## src/sv/wcapf_pkg.sv

```systemverilog
// Shared constants for the WCA pair force accumulator.
// Used by the serial multiplier, the serial divider and the top level.
package wcapf_pkg;

  localparam int POS_FRAC_BITS_DEFAULT = 16;
  localparam int POS_INT_BITS_DEFAULT  = 8;

  // Serial multiplier operand widths: A is held, B is scanned one bit a cycle.
  localparam int MUL_A_W = 52;
  localparam int MUL_B_W = 32;
  localparam int MUL_P_W = MUL_A_W + MUL_B_W;

  // Serial divider: dividend is 24*(2-s3) in Q.30 shifted up by 16 bits.
  // The divisor s^7 in Q.30 reaches just over 5.0, so it needs 33 bits.
  localparam int DIV_N_W = 52;
  localparam int DIV_D_W = 33;

  // floor(2^(1/3) * 2^30), the squared cutoff in Q.30.
  localparam logic [30:0] CUT_Q30 = 31'd1352829926;

  // Register indexes on the configuration port.
  localparam logic REG_BOX_WIDTH  = 1'b0;
  localparam logic REG_BOX_HEIGHT = 1'b1;

  // Periodic wrap codes.
  localparam logic [1:0] WRAP_NONE = 2'b00;
  localparam logic [1:0] WRAP_POS  = 2'b01;
  localparam logic [1:0] WRAP_NEG2 = 2'b10;
  localparam logic [1:0] WRAP_NEG  = 2'b11;

endpackage

```

## src/sv/wca_pair_force_accumulator.sv

```systemverilog
// WCA pair force accumulator: top level with the pair sequencer.
// Depends on wcapf_pkg, wcapf_serial_mul and wcapf_serial_div.
//
// Usage:
//   Feed one word per neighbour of a target on the input channel (in_valid /
//   in_ready). Each word carries both positions, the wrap codes and the
//   self and last flags. The word marked last produces one result word on
//   the output channel (out_valid / out_ready): the saturated force sum and
//   a sticky saturation flag; the sums are then cleared.
//   Box sizes are written on cfg_we / cfg_index / cfg_data while idle.
// Flow:
//   A pair in range runs through one shared bit-serial multiplier (up to
//   nine products) and a restoring divider. A self pair or one beyond the
//   early cut skips both; one rejected after the squared distance uses only
//   the two squaring products. The serial multiplier sets the rate.
// Reset: sums and flag clear, box sizes go to all ones, no word pending.
// Stall: the result sits in an output register; the next neighbour is
//   accepted meanwhile, and a following last word holds until it is taken.
module wca_pair_force_accumulator #(
  parameter int POSITION_FRACTION_BITS = wcapf_pkg::POS_FRAC_BITS_DEFAULT,
  parameter int POSITION_INTEGER_BITS  = wcapf_pkg::POS_INT_BITS_DEFAULT
) (
  input  logic                                              clk,
  input  logic                                              rst,
  input  logic                                              cfg_we,
  input  logic                                              cfg_index,
  input  logic [POSITION_INTEGER_BITS+POSITION_FRACTION_BITS-1:0] cfg_data,
  input  logic                                              in_valid,
  output logic                                              in_ready,
  input  logic [POSITION_INTEGER_BITS+POSITION_FRACTION_BITS-1:0] target_x,
  input  logic [POSITION_INTEGER_BITS+POSITION_FRACTION_BITS-1:0] target_y,
  input  logic [POSITION_INTEGER_BITS+POSITION_FRACTION_BITS-1:0] other_x,
  input  logic [POSITION_INTEGER_BITS+POSITION_FRACTION_BITS-1:0] other_y,
  input  logic signed [1:0]                                 wrap_x,
  input  logic signed [1:0]                                 wrap_y,
  input  logic                                              is_self,
  input  logic                                              is_last,
  output logic                                              out_valid,
  input  logic                                              out_ready,
  output logic signed [31:0]                                force_x,
  output logic signed [31:0]                                force_y,
  output logic                                              saturated
);
  import wcapf_pkg::*;

  localparam int PF  = POSITION_FRACTION_BITS;
  localparam int PW  = POSITION_INTEGER_BITS + POSITION_FRACTION_BITS;
  localparam int DW  = PW + 3;            // signed difference incl. wrap
  localparam int MW  = PF + 1;            // magnitude after the early cut
  localparam int R2W = 2 * PF + 3;        // exact squared distance
  localparam int SHL = (2 * PF >= 30) ? 0 : 30 - 2 * PF;
  localparam int SHR = (2 * PF >= 30) ? 2 * PF - 30 : 0;
  localparam int SW  = R2W + SHL;

  typedef enum logic [3:0] {
    ST_IDLE, ST_SQX, ST_SQY, ST_CUT, ST_S2, ST_S3, ST_S4, ST_S6, ST_S7,
    ST_DIV, ST_TXS, ST_TXW, ST_TYS, ST_TYW, ST_ACC, ST_EMIT
  } state_t;

  typedef struct packed {
    logic [31:0] value;
    logic        sat;
  } term_t;

  state_t state;

  logic [PW-1:0] box_width;
  logic [PW-1:0] box_height;

  // Pair registers.
  logic          neg_x, neg_y, zero_x, zero_y, last;
  logic [MW-1:0] mag_x, mag_y;
  logic [R2W-1:0] r2;
  logic [30:0]   s, s2, s3;
  logic          inf;
  logic [DIV_N_W-1:0] f;
  logic [31:0]   term_x, term_y;
  logic          pair_sat;

  logic signed [31:0] sum_x, sum_y;
  logic               sat_seen;

  // Shared units.
  logic               mul_start, mul_done;
  logic [MUL_A_W-1:0] mul_a;
  logic [MUL_B_W-1:0] mul_b;
  logic [MUL_P_W-1:0] mul_p;
  logic               div_start, div_done;
  logic [DIV_N_W-1:0] div_n, div_q;
  logic [DIV_D_W-1:0] div_d;

  wcapf_serial_mul u_mul (
    .clk(clk), .rst(rst), .start(mul_start), .a(mul_a), .b(mul_b),
    .done(mul_done), .p(mul_p)
  );

  wcapf_serial_div u_div (
    .clk(clk), .rst(rst), .start(div_start), .n(div_n), .d(div_d),
    .done(div_done), .q(div_q)
  );

  // Difference vector d = target - other - wrap * box, modulo 2^DW.
  function automatic logic [DW-1:0] wrap_term(logic [1:0] w, logic [PW-1:0] box);
    logic [DW-1:0] b;
    logic [DW-1:0] r;
    b = DW'(box);
    case (w)
      WRAP_POS:  r = b;
      WRAP_NEG:  r = ~b + DW'(1);
      WRAP_NEG2: r = ~(b << 1) + DW'(1);
      default:   r = '0;
    endcase
    return r;
  endfunction

  logic [DW-1:0] dx_in, dy_in, ax_in, ay_in;
  logic          cut_in;

  assign dx_in = DW'(target_x) - DW'(other_x) - wrap_term(wrap_x, box_width);
  assign dy_in = DW'(target_y) - DW'(other_y) - wrap_term(wrap_y, box_height);
  assign ax_in = dx_in[DW-1] ? (~dx_in + DW'(1)) : dx_in;
  assign ay_in = dy_in[DW-1] ? (~dy_in + DW'(1)) : dy_in;
  // Drop the pair when either component reaches 2.0.
  assign cut_in = (|ax_in[DW-1:PF+1]) || (|ay_in[DW-1:PF+1]);

  // Squared distance rescaled to Q.30.
  logic [SW-1:0] s_full;
  assign s_full = (SW'(r2) << SHL) >> SHR;

  // 24 * (2 - s3), then shifted up 16 for the Q.16 quotient.
  logic [31:0] two_minus_s3;
  logic [35:0] num;
  assign two_minus_s3 = 32'h8000_0000 - {1'b0, s3};
  assign num = (36'(two_minus_s3) << 4) + (36'(two_minus_s3) << 3);

  function automatic logic [31:0] sat_value(logic neg);
    return neg ? 32'h8000_0000 : 32'h7fff_ffff;
  endfunction

  function automatic term_t make_term(logic [MUL_P_W-1:0] p, logic neg);
    term_t t;
    logic [30:0] m;
    m = p[PF+30:PF];
    if (|(p >> (PF + 31))) begin
      t.value = sat_value(neg);
      t.sat   = 1'b1;
    end else begin
      t.value = neg ? (~{1'b0, m} + 32'd1) : {1'b0, m};
      t.sat   = 1'b0;
    end
    return t;
  endfunction

  function automatic term_t add_sat(logic [31:0] a, logic [31:0] b);
    term_t t;
    logic [32:0] sum;
    sum = {a[31], a} + {b[31], b};
    if (sum[32] != sum[31]) begin
      t.value = sat_value(sum[32]);
      t.sat   = 1'b1;
    end else begin
      t.value = sum[31:0];
      t.sat   = 1'b0;
    end
    return t;
  endfunction

  term_t acc_x, acc_y, prod_term;
  assign acc_x     = add_sat(sum_x, term_x);
  assign acc_y     = add_sat(sum_y, term_y);
  assign prod_term = make_term(mul_p, (state == ST_TXW) ? neg_x : neg_y);

  assign in_ready = (state == ST_IDLE);

  // Start pulses last one cycle: each wait state drops them while it waits.
  always_ff @(posedge clk) begin
    if (rst) begin
      state      <= ST_IDLE;
      box_width  <= '1;
      box_height <= '1;
      sum_x      <= '0;
      sum_y      <= '0;
      sat_seen   <= 1'b0;
      out_valid  <= 1'b0;
      mul_start  <= 1'b0;
      div_start  <= 1'b0;
    end else begin
      if (out_valid && out_ready && state != ST_EMIT) out_valid <= 1'b0;

      if (cfg_we) begin
        unique case (cfg_index)
          REG_BOX_WIDTH:  box_width  <= cfg_data;
          REG_BOX_HEIGHT: box_height <= cfg_data;
          default: ;
        endcase
      end

      unique case (state)
        ST_IDLE: begin
          if (in_valid) begin
            last     <= is_last;
            neg_x    <= dx_in[DW-1];
            neg_y    <= dy_in[DW-1];
            zero_x   <= (dx_in == '0);
            zero_y   <= (dy_in == '0);
            mag_x    <= ax_in[MW-1:0];
            mag_y    <= ay_in[MW-1:0];
            term_x   <= '0;
            term_y   <= '0;
            pair_sat <= 1'b0;
            if (is_self || cut_in) begin
              state <= ST_ACC;
            end else begin
              mul_a     <= MUL_A_W'(ax_in[MW-1:0]);
              mul_b     <= MUL_B_W'(ax_in[MW-1:0]);
              mul_start <= 1'b1;
              state     <= ST_SQX;
            end
          end
        end
        ST_SQX: if (mul_done) begin
          r2        <= R2W'(mul_p);
          mul_a     <= MUL_A_W'(mag_y);
          mul_b     <= MUL_B_W'(mag_y);
          mul_start <= 1'b1;
          state     <= ST_SQY;
        end else mul_start <= 1'b0;
        ST_SQY: if (mul_done) begin
          r2    <= r2 + R2W'(mul_p);
          state <= ST_CUT;
        end else mul_start <= 1'b0;
        ST_CUT: begin
          if (s_full > SW'(CUT_Q30)) begin
            state <= ST_ACC;
          end else begin
            s         <= s_full[30:0];
            mul_a     <= MUL_A_W'(s_full[30:0]);
            mul_b     <= MUL_B_W'(s_full[30:0]);
            mul_start <= 1'b1;
            state     <= ST_S2;
          end
        end
        ST_S2: if (mul_done) begin
          s2        <= mul_p[60:30];
          mul_a     <= MUL_A_W'(mul_p[60:30]);
          mul_b     <= MUL_B_W'(s);
          mul_start <= 1'b1;
          state     <= ST_S3;
        end else mul_start <= 1'b0;
        ST_S3: if (mul_done) begin
          s3        <= mul_p[60:30];
          mul_a     <= MUL_A_W'(s2);
          mul_b     <= MUL_B_W'(s2);
          mul_start <= 1'b1;
          state     <= ST_S4;
        end else mul_start <= 1'b0;
        // s^4 and s^6 run past 2.0 in Q.30, so keep 32 bits of them.
        ST_S4: if (mul_done) begin
          mul_a     <= MUL_A_W'(mul_p[61:30]);
          mul_b     <= MUL_B_W'(s2);
          mul_start <= 1'b1;
          state     <= ST_S6;
        end else mul_start <= 1'b0;
        ST_S6: if (mul_done) begin
          mul_a     <= MUL_A_W'(mul_p[61:30]);
          mul_b     <= MUL_B_W'(s);
          mul_start <= 1'b1;
          state     <= ST_S7;
        end else mul_start <= 1'b0;
        ST_S7: if (mul_done) begin
          // A vanishing s^7 saturates every nonzero component.
          if (mul_p[62:30] == '0) begin
            inf   <= 1'b1;
            state <= ST_TXS;
          end else begin
            inf       <= 1'b0;
            div_n     <= {num, 16'b0};
            div_d     <= mul_p[62:30];
            div_start <= 1'b1;
            state     <= ST_DIV;
          end
        end else mul_start <= 1'b0;
        ST_DIV: if (div_done) begin
          f     <= div_q;
          state <= ST_TXS;
        end else div_start <= 1'b0;
        ST_TXS: begin
          if (zero_x || (!inf && f == '0)) begin
            term_x <= '0;
            state  <= ST_TYS;
          end else if (inf) begin
            term_x   <= sat_value(neg_x);
            pair_sat <= 1'b1;
            state    <= ST_TYS;
          end else begin
            mul_a     <= f;
            mul_b     <= MUL_B_W'(mag_x);
            mul_start <= 1'b1;
            state     <= ST_TXW;
          end
        end
        ST_TXW: if (mul_done) begin
          term_x   <= prod_term.value;
          pair_sat <= pair_sat | prod_term.sat;
          state    <= ST_TYS;
        end else mul_start <= 1'b0;
        ST_TYS: begin
          if (zero_y || (!inf && f == '0)) begin
            term_y <= '0;
            state  <= ST_ACC;
          end else if (inf) begin
            term_y   <= sat_value(neg_y);
            pair_sat <= 1'b1;
            state    <= ST_ACC;
          end else begin
            mul_a     <= f;
            mul_b     <= MUL_B_W'(mag_y);
            mul_start <= 1'b1;
            state     <= ST_TYW;
          end
        end
        ST_TYW: if (mul_done) begin
          term_y   <= prod_term.value;
          pair_sat <= pair_sat | prod_term.sat;
          state    <= ST_ACC;
        end else mul_start <= 1'b0;
        ST_ACC: begin
          sum_x    <= acc_x.value;
          sum_y    <= acc_y.value;
          sat_seen <= sat_seen | pair_sat | acc_x.sat | acc_y.sat;
          state    <= last ? ST_EMIT : ST_IDLE;
        end
        ST_EMIT: begin
          // Hold until the output register is free, then emit and clear.
          if (!out_valid || out_ready) begin
            force_x   <= sum_x;
            force_y   <= sum_y;
            saturated <= sat_seen;
            out_valid <= 1'b1;
            sum_x     <= '0;
            sum_y     <= '0;
            sat_seen  <= 1'b0;
            state     <= ST_IDLE;
          end
        end
        default: state <= ST_IDLE;
      endcase
    end
  end

  // One neighbour at a time: an accepted word closes the input.
  a_one_at_a_time: assert property (@(posedge clk) disable iff (rst)
    in_valid && in_ready |=> !in_ready)
    else $error("input accepted while a pair is in flight");

  // Products only return while the sequencer waits for them.
  a_mul_expected: assert property (@(posedge clk) disable iff (rst)
    mul_done |-> (state == ST_SQX || state == ST_SQY || state == ST_S2 ||
                  state == ST_S3 || state == ST_S4 || state == ST_S6 ||
                  state == ST_S7 || state == ST_TXW || state == ST_TYW))
    else $error("multiplier result with no consumer");

  a_div_expected: assert property (@(posedge clk) disable iff (rst)
    div_done |-> state == ST_DIV)
    else $error("divider result with no consumer");

  // A result is only loaded into a free or draining output register.
  a_no_overwrite: assert property (@(posedge clk) disable iff (rst)
    state == ST_EMIT && out_valid && !out_ready |=> state == ST_EMIT)
    else $error("pending result overwritten");

endmodule

```

## src/sv/wcapf_serial_mul.sv

```systemverilog
// Bit-serial shift-add multiplier, one multiplier bit per cycle.
// Depends on wcapf_pkg for operand widths.
module wcapf_serial_mul (
  input  logic                          clk,
  input  logic                          rst,
  input  logic                          start,
  input  logic [wcapf_pkg::MUL_A_W-1:0] a,
  input  logic [wcapf_pkg::MUL_B_W-1:0] b,
  output logic                          done,
  output logic [wcapf_pkg::MUL_P_W-1:0] p
);
  import wcapf_pkg::*;

  localparam int CW = $clog2(MUL_B_W);

  logic [MUL_A_W-1:0] a_hold;
  logic [CW-1:0]      count;
  logic               busy;
  logic [MUL_A_W:0]   partial;

  // Add the held operand to the upper half when the low bit is set.
  assign partial = {1'b0, p[MUL_P_W-1:MUL_B_W]} + (p[0] ? {1'b0, a_hold} : '0);

  always_ff @(posedge clk) begin
    if (rst) begin
      busy  <= 1'b0;
      done  <= 1'b0;
      count <= '0;
    end else begin
      done <= busy && !start && (count == CW'(MUL_B_W - 1));
      if (start) begin
        a_hold <= a;
        p      <= {{MUL_A_W{1'b0}}, b};
        count  <= '0;
        busy   <= 1'b1;
      end else if (busy) begin
        p <= {partial, p[MUL_B_W-1:1]};
        if (count == CW'(MUL_B_W - 1)) begin
          busy <= 1'b0;
        end
        count <= count + CW'(1);
      end
    end
  end

endmodule

```

## src/sv/wcapf_serial_div.sv

```systemverilog
// Restoring divider, one quotient bit per cycle.
// Depends on wcapf_pkg for dividend and divisor widths.
module wcapf_serial_div (
  input  logic                          clk,
  input  logic                          rst,
  input  logic                          start,
  input  logic [wcapf_pkg::DIV_N_W-1:0] n,
  input  logic [wcapf_pkg::DIV_D_W-1:0] d,
  output logic                          done,
  output logic [wcapf_pkg::DIV_N_W-1:0] q
);
  import wcapf_pkg::*;

  localparam int CW = $clog2(DIV_N_W);

  logic [DIV_D_W-1:0] d_hold;
  logic [DIV_D_W:0]   rem;
  logic [DIV_D_W:0]   trial;
  logic [DIV_D_W:0]   diff;
  logic [CW-1:0]      count;
  logic               busy;

  assign trial = {rem[DIV_D_W-1:0], q[DIV_N_W-1]};
  assign diff  = trial - {1'b0, d_hold};

  always_ff @(posedge clk) begin
    if (rst) begin
      busy  <= 1'b0;
      done  <= 1'b0;
      count <= '0;
    end else begin
      done <= busy && !start && (count == CW'(DIV_N_W - 1));
      if (start) begin
        d_hold <= d;
        q      <= n;
        rem    <= '0;
        count  <= '0;
        busy   <= 1'b1;
      end else if (busy) begin
        if (trial >= {1'b0, d_hold}) begin
          rem <= diff;
          q   <= {q[DIV_N_W-2:0], 1'b1};
        end else begin
          rem <= trial;
          q   <= {q[DIV_N_W-2:0], 1'b0};
        end
        if (count == CW'(DIV_N_W - 1)) begin
          busy <= 1'b0;
        end
        count <= count + CW'(1);
      end
    end
  end

endmodule

```

## config.mk

```make
export PLATFORM = sky130hd
export DESIGN_NAME = wca_pair_force_accumulator
export DESIGN_NICKNAME = d
export VERILOG_FILES = /design/src/sv/wcapf_pkg.sv /design/src/sv/wca_pair_force_accumulator.sv /design/src/sv/wcapf_serial_mul.sv /design/src/sv/wcapf_serial_div.sv
export SDC_FILE = /design/constraint.sdc
export NUM_CORES = 2
export LEC_CHECK = 0
export BUFFER_PORTS_ARGS = -buffer_cell sky130_fd_sc_hd__buf_2
export CAP_MARGIN = 0
export CORE_ASPECT_RATIO = 1.75
export CORE_MARGIN = 2
export CORE_UTILIZATION = 40
export CTS_BUF_LIST = sky130_fd_sc_hd__clkbuf_8
export DETAILED_ROUTE_END_ITERATION = 10
export PLACE_DENSITY = 0.65
export SKIP_CTS_REPAIR_TIMING = 1
export SLEW_MARGIN = 15
export SYNTH_ARGS = -nofsm -noshare
export SYNTH_HDL_FRONTEND = slang
export SYNTH_SLANG_ARGS = --single-unit
```

## constraint.sdc

```tcl
create_clock -name clk -period 28.1 [get_ports clk]
set_clock_uncertainty 0.15 [all_clocks]
set_input_delay 2.81 -clock clk [delete_from_list [all_inputs] [get_ports clk]]
set_output_delay 2.81 -clock clk [all_outputs]
set_load 0.02 [all_outputs]
```

Word-level counts from Yosys, hierarchy flattened
Index checks and enable logic that the tools add are counted.

Flip-flop bits (word level): 892. Bits of input ports: 132. Word-level logic and storage cells: 312.

$add $sub $neg: 20. $lt $le $gt $ge: 2. Equal/unequal tests: 53. Multiplexer cells: 110. Bitwise operators: 15. Reduce and logical (&&, ||, !) cells: 67.

Operators by type and width (number): $mux W32 (24); $mux W52 (13); $pmux W52 S8 (1); $pmux W32 S7 (1); $pmux W32 S3 (2); $mux W33 (5); $add A27 B1 Y27 const B (6); $pmux W27 S3 (2); $pmux W32 S2 (2); $mux W84 (1); $mux W35 (2); $pmux W35 S2 (1); $add A32 B32 Y33 (2); $pmux W4 S16 (1); $mux W4 (15); $logic_not A27 Y1 (2); $mux W27 (2); $not A24 Y27 (2); $not A25 Y27 (2); $not A27 Y27 (2); $sub A27 B27 Y27 (2); $add A52 B53 Y53 (1); $logic_not A52 Y1 (1); $sub A24 B24 Y25 (2); 55 further kinds (173).

Logic depth before layout (Yosys ltp)
Word-level depth: 13. Gate-level depth with buffers: 30. Mapped depth without buffers: 29.

Modules after synthesis
Synthesis repeated with hierarchy kept, for this count alone.

Cells, all modules: 5529. Area, all modules: 54816.3 um^2.

By module, submodules not included: wca_pair_force_accumulator (times used 1, cells each 4114, area each 39191.3 um^2, sequential area each 17386.7 um^2); wcapf_serial_mul (times used 1, cells each 796, area each 8625.8 um^2, sequential area each 4224.1 um^2); wcapf_serial_div (times used 1, cells each 619, area each 6999.2 um^2, sequential area each 3703.6 um^2).

Least setup slack after synthesis
Ideal clock, no wire load.

Path kind: input to register. Start point: input port other_y[1]. End point: register mul_a[0] (enable). Library setup time: 537 ps. Arrival time: 11819 ps. Data required time: 27413 ps. Setup slack: 15595 ps. Cell stages on the path: 26. Cells stage by stage: inv_1 > ha_1 > nor2b_1 > o21ai_0 > a21boi_0 > o21ai_0 > a21boi_0 > o21ai_0 > nand2b_1 > a211o_1 > a21o_1 > a21o_1 > a21oi_1 > xnor2_1 > ha_1 > clkbuf_1 > o21ai_0 > or4b_2 > o21ai_0 > nor4bb_1 > nor2b_1 > a41o_1 > o221a_2 > nor4b_1 > a31oi_1 > nor3b_1.

Longest elaborated chain between the ends: 10.

Ends and longest elaborated chain: from (decl) (line wca_pair_force_accumulator.sv:33) `input logic [POSITION_INTEGER_BITS+POSITION_FRACTION_BITS-1:0] other_y,`; $sub A24 B24 Y25 * (line wca_pair_force_accumulator.sv:120) `assign dy_in = DW'(target_y) - DW'(other_y) - wrap_term(wrap_y, box_height);`; $sub A27 B27 Y27 * (line wca_pair_force_accumulator.sv:120); $not A27 Y27 (line wca_pair_force_accumulator.sv:122) `assign ay_in = dy_in[DW-1] ? (~dy_in + DW'(1)) : dy_in;`; $add A27 B1 Y27 (line wca_pair_force_accumulator.sv:122); $mux W27 * (line wca_pair_force_accumulator.sv:122); $reduce_or A10 Y1 * (line wca_pair_force_accumulator.sv:124) `assign cut_in = (|ax_in[DW-1:PF+1]) || (|ay_in[DW-1:PF+1]);`; $logic_or A1 B1 Y1 * (line wca_pair_force_accumulator.sv:124); $logic_or A1 B1 Y1 * (line wca_pair_force_accumulator.sv:211) `if (is_self || cut_in) begin`; $ne A2 B2 Y1 (no line) *; $reduce_and A11 Y1 (no line) *; to (signal assigned) (line wca_pair_force_accumulator.sv:214) `mul_a <= MUL_A_W'(ax_in[MW-1:0]);`; to (signal assigned) (line wca_pair_force_accumulator.sv:223) `mul_a <= MUL_A_W'(mag_y);`; to (signal assigned) (line wca_pair_force_accumulator.sv:237) `mul_a <= MUL_A_W'(s_full[30:0]);`; to (decl) (line wca_pair_force_accumulator.sv:85) `logic [MUL_A_W-1:0] mul_a;`.

Every way passes the cells marked *; elsewhere a longest branch is shown, timed or not. A chain may end at the register's enable or synchronous reset.

Worst setup path after layout
Start point: input port other_y[1]. End point: register mul_a[42] (enable).

Same word-level chain as after synthesis.

==> results.json <==
{
  "outcome": "complete, no violations",
  "power_frac_comb_pct": 37.5,
  "synthTopCellsByCount": "edfxtp_1, nand2_1, nor2_1, a21oi_1, ha_1",
  "ant_nets": 0,
  "root_buffer": "clkbuf_8",
  "ys_top_cells_by_area": "edfxtp_1, ha_1, dfxtp_1",
  "fin_cells": 7381,
  "hold_depth": 0,
  "grt_pass1_vias": 40941,
  "worst_pin_slew_ps": 1140,
  "maxCapViolCount": 0,
  "yosysMostFrequentCell": "edfxtp_1",
  "finalHoldWorstSlack_ps": 262,
  "synthArstFlopShare_pct": 0,
  "hold_end": "u_div.d_hold[13]",
  "hold_class": "reg2reg",
  "p_clk_share_pct": 23.3,
  "clockBufferDepth": 3,
  "synth_nets": 5765,
  "overflow": 0,
  "p_seq_share_pct": 39.1,
  "synth_flop_cell": "edfxtp_1",
  "first_pass_iters": 6,
  "antenna_found_initial": 5,
  "ys_ff_latch": 888,
  "cts.sinks": 888,
  "cts_tree": "built",
  "dp_hpwl_um": 115000,
  "multi_input_area_um2": 26900,
  "ios": 199,
  "synth_warnings": 0,
  "vias_per_cell": 5.67,
  "synth_area_um2": 53700,
  "min-delay-start": "div_d[13]",
  "clkTransAtPathRegs_ps": 70,
  "synth_cell_types": 99,
  "p_leak_nw": 22.9,
  "io_buffers": 198,
  "arrival_ps": 10340,
  "start_util_pct": 40.4,
  "synth_edf_count": 753,
  "p_sw_w": 0.00184,
  "finalNetCount": 5940,
  "required_ps": 28410,
  "stdcell_area_um2": 59400,
  "max_slew_margin_pct": 23.8,
  "end_kind": "register",
  "synth.avg_cell_area_um2": 10.1,
  "r2r_end": "mul_a[42]",
  "htree_num_levels": 4,
  "switching_share_pct": 38.9,
  "die_h_um": 489,
  "dp_cells": 7129,
  "area_delta_synth_final_pct": 10.6,
  "cts-buffers-inserted": 135,
  "utilization_pct": 44.7,
  "setup_viol": 0,
  "crit_type": "in2reg",
  "drtIter0Drc": 2889,
  "worstReg2RegStart": "box_width[7]",
  "grt_max_degree": 70,
  "syn-instance-count": 5301,
  "maxSlewViolCount": 0,
  "critPathMaxFanout": 52,
  "die_w_um": 281,
  "reg2reg_depth": 25,
  "nFillCells": 12547,
  "die-area_um2": 137000,
  "drc": 0,
  "synth_top_area_share_pct": 42.1,
  "hold_viol_final": 0,
  "grt_pass1_wl_um": 233000,
  "synth_area_leader_cell": "edfxtp_1",
  "min_period_ps": 10030,
  "rsz0062_at_grt": "no",
  "routed_wl_um": 154000,
  "cp-start-kind": "primary input",
  "internal_power_w": 0.00289,
  "routedWlPerCell_um": 20.8,
  "vias": 41836,
  "clock_latency_ps": 850,
  "r2r_setup_slack_ps": 19920,
  "ir_drop_v": 0.0000563,
  "gp_congestion": 0.937,
  "synth-seq-area-share_pct": 47.1,
  "drive_above_1_share_pct": 11.0,
  "dpl-instance-area_um2": 56700,
  "coreArea_um2": 133000,
  "powerDensity_nw_per_um2": 79.4,
  "fin_crit_sh_pct": 35.7,
  "row_count": 177,
  "fin_setup_tns_ps": 0,
  "fmax_mhz": 99.7,
  "layout.area.seq_um2": 25300,
  "grtUsageTotal_pct": 22.0
}
stage by stage:
step	total power, W	worst slack (ps)
floorplan	0.00306	15590
finish	0.00472	18070
global placement	0.00360	17690
global route	0.00497	17550
CTS	0.00474	18260
detailed placement	0.00363	17380
flip-flops by register name, summed over array words and instances, names as in the netlist, 32 cells and up:
register / cells
div_d: 33
div_n: 33
f: 52
force_x: 32
force_y: 32
mul_a: 52
r2: 35
sum_x: 32
sum_y: 32
term_x: 32
term_y: 32
u_div.d_hold: 33
u_div.q: 52
u_div.rem: 33
u_mul.a_hold: 52
u_mul.p: 84
kinds of logic (layout without fill, tap and decap cells):
family | after synthesis | in the layout | share of synthesized area [%]
other | 0 | 5 | 0
AO/OA/AOI/OAI | 1342 | 1342 | 16.5
multiplexers | 159 | 159 | 3.12
XOR/XNOR | 387 | 387 | 6.32
flip-flops | 888 | 888 | 47.1
buffers and inverters | 418 | 703 | 2.99
adder cells (fa/ha/maj) | 343 | 343 | 8.06
AND/OR/NAND/NOR | 1764 | 1764 | 15.9
layout make-up:
cell class / count / share of cell area [%]
diodes: 5 / 0.0210
clock buffers: 139 / 3.22
clock inverters: 108 / 1.39
inverters: 197 / 1.24
multi-input cells: 3995 / 45.3
flip-flops and latches: 888 / 42.6
well taps: 1790 / 3.77
repair buffers: 259 / 2.44
cells in the final DEF (no fill, tap or decap), types with 132 or more instances in the layout:
cell type,n
xor2_1,137
buf_2,198
xnor2_1,249
clkbuf_8,139
edfxtp_1,753
a21oi_1,334
nand2_1,507
nor2_1,453
inv_1,225
ha_1,323
o21ai_0,305
dfxtp_1,132
metal layers:
layer	share of wire, %	track usage (%)	up-vias	wire length (um)
met5	0.0085	0	-	13
met4	7.2	14.6	2	11000
met3	4.5	2.88	425	6910
met2	53	41.6	1310	81700
met1	35	22.4	20022	54200
li1	-	-	20077	-
worst max-delay path by stage:
stage	slack, ps	start	end	cells after the start
after floorplan	15590	other_y[1]	mul_a[0]	26
after global placement	17690	other_y[1]	mul_a[46]	31
after detailed placement	17380	other_y[1]	mul_a[45]	28
after CTS	18260	other_y[1]	mul_a[49]	28
after global routing	17550	other_y[1]	mul_a[51]	28
final	18070	other_y[1]	mul_a[42]	28
critical path: stages:
cell and delay, ps:
buf_2 110, inv_1 40, ha_1 260, nor2b_1 130
o21ai_0 200, a21boi_0 160, o21ai_0 230, a21boi_0 140
o21ai_0 180, nand2b_1 150, a211o_1 290, a21o_1 200
xor2_1 140, ha_1 400, nor2b_1 180, and3_1 180
a2111oi_0 560, o211ai_1 400, a2111oi_0 500, nand3_1 150
nor4bb_1 460, nor2b_1 400, a41o_1 240, o221a_2 200
nor4b_1 460, a31oi_1 290, nor3b_2 230, buf_4 560
power groups by stage:
stage               Combinational [W]  Clock [W]  Sequential [W]
global placement              0.00173          0         0.00187
detailed placement            0.00175          0         0.00187
floorplan                     0.00127          0         0.00180
global route                  0.00193    0.00118         0.00186
CTS                           0.00176    0.00113         0.00185
finish                        0.00177    0.00110         0.00185
(Power assumes the default switching activity.)
